<file path="src/rtl/core/kmf_pkg.sv">
// shared types and constants for the keyword mask-or-reset filter
`default_nettype none

package kmf_pkg;

  // request beat: one stream byte write or one filtered byte read
  typedef struct packed {
    logic       operation;
    logic [7:0] data_byte;
    logic       chunk_end;
  } req_beat_t;

  // response beat
  typedef struct packed {
    logic [7:0] out_byte;
    logic       last_of_chunk;
    logic [1:0] status;
  } rsp_beat_t;

  // controls for the keyword window
  typedef struct packed {
    logic shift;
    logic flush;
  } match_ctrl_t;

  typedef enum logic [1:0] {
    ST_IDLE,
    ST_READ,
    ST_MASK
  } kmf_state_t;

  localparam logic OP_WRITE = 1'b0;
  localparam logic OP_READ  = 1'b1;

  localparam logic [1:0] STATUS_DATA   = 2'd0;
  localparam logic [1:0] STATUS_READY  = 2'd1;
  localparam logic [1:0] STATUS_CLOSED = 2'd2;

  localparam logic [1:0] MODE_RESET = 2'd0;
  localparam logic [1:0] MODE_MASK  = 2'd1;

  localparam logic [2:0] REG_KEY_LOW   = 3'd0;
  localparam logic [2:0] REG_KEY_HIGH  = 3'd1;
  localparam logic [2:0] REG_KEY_LEN   = 3'd2;
  localparam logic [2:0] REG_MODE      = 3'd3;
  localparam logic [2:0] REG_MASK_XTRA = 3'd4;

  localparam logic [7:0] MASK_CHAR    = 8'h2A;
  localparam logic [4:0] SINCE_MAX    = 5'd31;
  localparam int         KEY_BYTES    = 16;

endpackage

`default_nettype wire

</file>
<file path="src/rtl/core/kmf_match.sv">
// keyword window: last bytes written and compare against the keyword
`default_nettype none

module kmf_match
  import kmf_pkg::*;
#(
  parameter int MAX_KEY_LEN = 16
) (
  input  wire                          clk,
  input  wire                          rst,
  input  wire  match_ctrl_t            ctrl,
  input  wire  [7:0]                   new_byte,
  input  wire  [8*KEY_BYTES-1:0]       key,
  input  wire  [4:0]                   key_len,
  output logic                         hit
);

  logic [7:0] recent      [MAX_KEY_LEN];
  logic [7:0] recent_next [MAX_KEY_LEN];
  logic [7:0] key_arr     [KEY_BYTES];

  // window as it stands after the incoming byte
  always_comb begin
    recent_next[0] = new_byte;
    for (int j = 1; j < MAX_KEY_LEN; j++) begin
      recent_next[j] = recent[j-1];
    end
    for (int k = 0; k < KEY_BYTES; k++) begin
      key_arr[k] = key[8*k +: 8];
    end
  end

  // newest byte pairs with the last keyword byte
  always_comb begin
    logic [4:0] idx;
    hit = (key_len != 5'd0);
    for (int j = 0; j < MAX_KEY_LEN; j++) begin
      idx = key_len - 5'd1 - 5'(j);
      if (5'(j) < key_len && recent_next[j] != key_arr[idx[3:0]]) begin
        hit = 1'b0;
      end
    end
  end

  always_ff @(posedge clk) begin
    if (rst || ctrl.flush) begin
      for (int j = 0; j < MAX_KEY_LEN; j++) begin
        recent[j] <= 8'd0;
      end
    end else if (ctrl.shift) begin
      for (int j = 0; j < MAX_KEY_LEN; j++) begin
        recent[j] <= recent_next[j];
      end
    end
  end

endmodule

`default_nettype wire

</file>
<file path="config.mk">
export PLATFORM = sky130hd
export DESIGN_NAME = kmf_match
export DESIGN_NICKNAME = d
export VERILOG_FILES = /design/src/rtl/core/kmf_pkg.sv /design/src/rtl/core/kmf_match.sv
export SDC_FILE = /design/constraint.sdc
export NUM_CORES = 1
export LEC_CHECK = 0
export ABC_AREA = 0
export BUFFER_PORTS_ARGS = -buffer_cell sky130_fd_sc_hd__buf_2
export CORE_UTILIZATION = 66
export DETAILED_ROUTE_END_ITERATION = 8
export GPL_TIMING_DRIVEN = 0
export PLACE_DENSITY = 0.93
export REMOVE_ABC_BUFFERS = 1
export SLEW_MARGIN = 10
export SYNTH_ARGS = -nofsm -noshare
export SYNTH_HDL_FRONTEND = slang
export SYNTH_SLANG_ARGS = --single-unit
</file>
<file path="constraint.sdc">
create_clock -name clk -period 11 [get_ports clk]
set_input_delay 0.55 -clock clk [delete_from_list [all_inputs] [get_ports clk]]
set_output_delay 0.55 -clock clk [all_outputs]
set_load 0.02 [all_outputs]
</file>
### Word level (Yosys, flattened, before mapping)

Memories as Yosys holds them, arrays and structs flattened.
Index checks and enable logic that the tools add are counted.

* add/sub/neg operators: 16
* multiply operators: 0
* divide/modulo/power cells: 0
* magnitude comparators: 32
* equality and inequality tests: 16
* shift operators: 0
* mux-type cells: 85
* bitwise operators: 32
* reduce and logical (&&, ||, !) cells: 18

Operators by type and width (count)
* 8-bit binary-select mux with 4-bit select: 16
* 8-bit two-way mux: 48
* 8-bit != test: 16
* 5-bit >= comparator, second input constant: 16
* 4-bit inverter with 5-bit output: 16
* 4-bit by 5-bit less-than comparator with 1-bit output, first input constant: 8
* 4-bit subtractor, second input constant: 8
* 1-bit two-way mux: 21
* 3-bit by 5-bit less-than comparator with 1-bit output, first input constant: 4
* 1-bit logical AND: 16
* 1-bit bitwise OR: 16
* 4-bit by 3-bit subtractor with 4-bit output, second input constant: 4
* 1-bit by 5-bit less-than comparator with 1-bit output, first input constant: 2
* 2-bit by 5-bit less-than comparator with 1-bit output, first input constant: 2
* 4-bit by 1-bit subtractor with 4-bit output, second input constant: 2
* 4-bit by 2-bit subtractor with 4-bit output, second input constant: 2
* 5-bit nonzero test: 1
* 1-bit logical OR: 1

* register bits after elaboration: 0
* bits in latches: 0
* bits in writable memories: 128
* ROM bits: 0
* bits of input ports: 145
* output and inout port bits: 1
* logic and storage cells: 200
* memories: 1

Memories
* recent: depth 16, width 8, rd ports 15, clocked after memory_dff 0, write ports 16, line kmf_match.sv:18 `logic [7:0] recent [MAX_KEY_LEN];`

### Logic depth before layout (Yosys ltp)

* depth in word-level cells: 23
* depth in mapped cells: 26
* mapped depth without buffers: 15

### Worst setup path before layout

Ideal clock, no wire load.

* kind: input port to output port
* from: input key_len[0]
* to: output hit
* data arrival time: 6.620 ns
* data required time: 10.450 ns
* setup slack: 3.830 ns
* cell stages on the path: 25
* path buffers: 12
* path through: buf_6 -> buf_6 -> clkinv_1 -> buf_4 -> buf_2 -> buf_2 -> ha_1 -> buf_6 -> buf_8 -> buf_4 -> buf_4 -> buf_2 -> inv_1 -> ha_1 -> buf_2 -> buf_1 -> mux4_2 -> mux2i_1 -> mux2i_1 -> xor2_1 -> or4_1 -> or4_1 -> a2bb2oi_1 -> or4b_1 -> nor4_2

* word-level cells in the longest chain between the ends: 23
* elaborated cells on any way between the ends: 145
* classes of those cells: add/sub (16); order compare (16); eq/ne (16); mux (64); bitwise (16); reduce/logical (17)

RTL lines
* start: declaration: line kmf_match.sv:14 `input wire [4:0] key_len,`
* 4-bit by 1-bit subtractor with 4-bit output: line kmf_match.sv:38 `idx = key_len - 5'd1 - 5'(j);`
* 4-bit by 1-bit subtractor with 4-bit output / 4-bit inverter with 5-bit output (equally long branches): line kmf_match.sv:38, kmf_match.sv:39
* 4-bit inverter with 5-bit output (implied by the code) / 8-bit binary-select mux with 4-bit select (equally long branches): line kmf_match.sv:39 `if (5'(j) < key_len && recent_next[j] != key_arr[idx[3:0]]) begin`
* 8-bit binary-select mux with 4-bit select / 8-bit two-way mux (equally long branches): line kmf_match.sv:39
* 8-bit two-way mux (implied by the code): line kmf_match.sv:39
* 8-bit two-way mux (implied by the code) / 8-bit != test (equally long branches): line kmf_match.sv:39
* 8-bit != test / 1-bit logical AND (equally long branches): line kmf_match.sv:39
* 1-bit logical AND / 1-bit two-way mux (equally long branches): line kmf_match.sv:39
* 1-bit two-way mux (14 in series): line kmf_match.sv:39
* 1-bit two-way mux *: line kmf_match.sv:39
* end: declaration: line kmf_match.sv:15 `output logic hit`

Mark *: on every way between the ends. The rest lies on a longest branch, timed or not. The select of a mux whose other input is x is not followed.

### Final worst setup path

Same ends and word-level chain as after synthesis.

==> flow_metrics.py <==
metrics = {
    "timing": {
        "fmax_mhz": 116.0,
        "rsz0062_at_grt": "false",
        "setup_violations": 0,
        "fin_skew_ns": 0.005920,
        "maxSlewViolCount": 0,
        "worstMarginPinSlew_ns": 1.428,
        "slew_headroom_pct": 4.795,
        "fin_crit_ns": 8.619,
        "hold_viol": 0,
        "period_share_pct": 78.35,
    },
    "placement": {
        "gp_congestion": 0.9766,
        "port_buffers": 145,
        "dp_hpwl_um": 29670,
        "placed_area_mm2": 0.01444,
    },
    "die": {
        "die_x_um": 144.8,
        "die_h_um": 144.8,
        "die_area_mm2": 0.02098,
        "initial_core_util_pct": 68.30,
        "ios": 146,
        "coreArea_mm2": 0.01972,
        "rows": 51,
    },
    "power_and_ir_drop": {
        "vdd_drop_max_mv": 0.1288,
        "p_int_mw": 1.309,
        "switching_share_pct": 36.82,
        "leakagePower_nw": 6.411,
        "clkPwrFrac_pct": 26.8,
        "cellPowerDensity_mw_per_mm2": 138.1,
        "seq_power_share_pct": 26.1,
        "total_power_mw": 2.073,
        "combPwrFrac_pct": 47.1,
        "p_sw_mw": 0.7633,
    },
    "yosys": {
        "synth-edff-count": 120,
        "syn_area_mm2": 0.01347,
        "synthFlopType": "edfxtp_1",
        "syn_inst": 1114,
        "synth-seq-area-share_pct": 26.76,
        "avgSynthCellArea_um2": 12.09,
        "synth_seq_cells": 120,
        "yosys_warnings": 0,
        "ys_types": 57,
        "async_reset_ff_share_pct": 0,
    },
    "grt": {
        "grt_max_degree": 82,
        "met1_usage_pct": 52.69,
        "grt_overflow": 0,
        "grt_usage_pct": 40.10,
        "antenna_found_initial": 0,
        "grt_pass1_wl_um": 60320,
        "grt_pass1_vias": 10648,
        "grt.busiest_layer": "met2",
        "met3_usage_pct": 8.128,
        "grtUsageMet2_pct": 62.60,
    },
    "clock_network": {
        "cts.sinks": 120,
        "insertion_delay_ns": 0.43,
        "path_clk_slew_ns": 0.05,
        "cts-root-buf": "clkbuf_16",
        "post-cts-setup-buffers": 0,
        "h-tree-depth": 4,
        "cts_tree": "yes",
        "postCtsHoldBufs": 0,
        "cts_buffers": 17,
        "post_cts_resized": 0,
        "clockBufferDepth": 2,
    },
    "critical_path": {
        "path_class": "input port to output pin",
        "arrival_ns": 8.07,
        "cp_max_fo": 69,
        "worst_setup_path_start_kind": "input port",
        "path_cells": "buf_6 -> clkinv_4 -> ha_1 -> xnor2_4 -> inv_2 -> ha_1 -> or3_1 -> a21oi_2 -> xnor2_4 -> buf_16 -> mux4_2 -> xor2_1 -> nand4_1 -> or4_1 -> a2bb2oi_1 -> or4b_1 -> nor4_2 -> buf_2",
        "slowest_stage": "clkinv_4",
        "worstSetupEndpointType": "output pin",
        "crit_buf_inv": 5,
        "max_stage_delay_ns": 0.67,
        "path_delay_family": "buffers and inverters",
        "crit_required_ns": 10.45,
    },
    "routing": {
        "vias_per_cell": 7.589,
        "dr.pass1.iters": 6,
        "wl_per_cell_um": 27.54,
        "postRouteAntennaNets": 0,
        "drt-initial-drc-count": 1422,
        "wl_um": 40700,
        "dr_total_vias": 11216,
        "drc": 0,
    },
    "layout": {
        "fin_nets": 1353,
        "area_delta_synth_final_pct": 11.48,
        "largestRegisters": "recent x120",
        "num-fill-cells": 1221,
        "final_area_mm2": 0.01501,
        "drive_gt1_share_pct": 30.75,
        "largest-register": "recent",
        "largest_register_ffs": 120,
        "antennaDiodeCount": 0,
    },
    "flow_run": {
        "maxCapViolations": 0,
    },
    "status": {
        "status": "completed",
    },
    "min_path": {
        "hold_path_class": "input port to flop",
    },
}
[cell families (layout without fill, tap and decap cells)]
logic type,after synthesis,in the layout,synth area share [%]
mux,384,384,43.17
simple gates,281,281,11.80
xor+xnor,128,128,8.845
flops,120,120,26.76
buf+inv,103,202,4.265
compound gates,89,89,4.348
fa+ha+maj,9,9,0.8176
[synth_stat cells, drive strengths merged, types with 2 or more instances]
master   count  area [um^2]
a21o         2        15.01
a211oi       9        67.56
nor2        32        120.1
nand4       12        75.07
a31oi        5        31.28
ha           8        100.1
xnor3        4        90.09
xor2        55        481.7
inv          6        22.52
o211ai       2        15.01
nand3       13        65.06
and3        90        563.0
a41o         2        20.02
mux2i      208         2082
nand2b       3        18.77
nor3        16        91.34
clkbuf      41        153.9
nand2       37        138.9
or4          3        22.52
edfxtp     120         3603
xnor2       69        619.3
mux4       152         3461
o2111ai      2        17.52
buf         55        394.1
mux2        24        270.3
a21boi       9        67.56
o21ai       16        80.08
nor2b        4        25.02
nand4b       6        52.55
a22oi       11        82.58
or3          9        56.30
and2        42        262.8
a21oi       22        113.9
nor4        12        81.33
[layout make-up]
cell class / instances / area, um^2 / share of cell area, %
Clock buffer: 20 / 436.7 / 2.909
Clock inverter: 12 / 132.6 / 0.8834
Multi-Input combinational cell: 891 / 9373 / 62.43
Sequential cell: 120 / 3603 / 24.00
Inverter: 7 / 31.28 / 0.2084
Timing Repair Buffer: 163 / 1105 / 7.359
Tap cell: 265 / 331.6 / 2.209
[power by group through the flow]
| stage | clock [mW] | sequential, mW | combinational, mW |
|---|---|---|---|
| after global routing | 0.573 | 0.542 | 1.01 |
| after detailed placement | 0 | 0.548 | 0.939 |
| after CTS | 0.553 | 0.540 | 0.947 |
| after global placement | 0 | 0.549 | 0.922 |
| final | 0.556 | 0.541 | 0.976 |
| after floorplan | 0 | 0.544 | 0.660 |
[cells in the final DEF (no fill, tap or decap), types with 4 or more instances in the layout]
master	instances
a211oi_1	9
a21boi_0	9
a21oi_1	21
a22oi_1	11
a31oi_1	5
and2_1	42
and3_1	90
buf_16	8
buf_2	143
buf_8	4
clkbuf_16	17
clkinv_1	4
clkinv_2	4
edfxtp_1	120
ha_1	5
inv_1	5
mux2_2	24
mux2i_1	208
mux4_1	10
mux4_2	142
nand2_1	37
nand3_1	13
nand4_1	12
nand4b_1	6
nor2_1	31
nor2b_1	4
nor3_1	15
nor4_1	11
o21ai_0	15
or3_1	8
xnor2_1	63
xnor2_2	4
xor2_1	55
[path summary, 6_finish.rpt]
| check | startpoint | endpoint | slack (ns) | cells past startpoint |
|---|---|---|---|---|
| worst min register to register | recent[1][8] | recent[1][16] | 0.58 | 1 |
| worst max register to register | recent[0][57] | recent[1][1] | 10.07 | 1 |
| worst max-delay path | key_len[0] | hit | 2.38 | 18 |
| worst min-delay path | new_byte[6] | recent[0][6] | 0.47 | 2 |
[stage by stage]
step / setup TNS, ns / instances / hold WS (ns) / setup WS, ns / util (%)
finish: 0 / 1478 / 0.4748 / 2.381 / 76.14
global route: 0 / 1478 / 0.4676 / 2.270 / 76.14
CTS: 0 / 1478 / 0.4710 / 2.673 / 76.13
detailed placement: 0 / 1446 / 0.5655 / 2.720 / 73.24
global placement: -7.738 / 1428 / 0.5525 / -7.738 / 70.88
floorplan: -1.940 / 1018 / 0.5467 / -1.940 / -
[layer usage]
metal	routed length, um	part of all wire [%]
met1	14920	37
met2	19020	47
met3	4676	11
met4	2080	5.1
met5	0	0
Power figures use the tool's default switching activity.
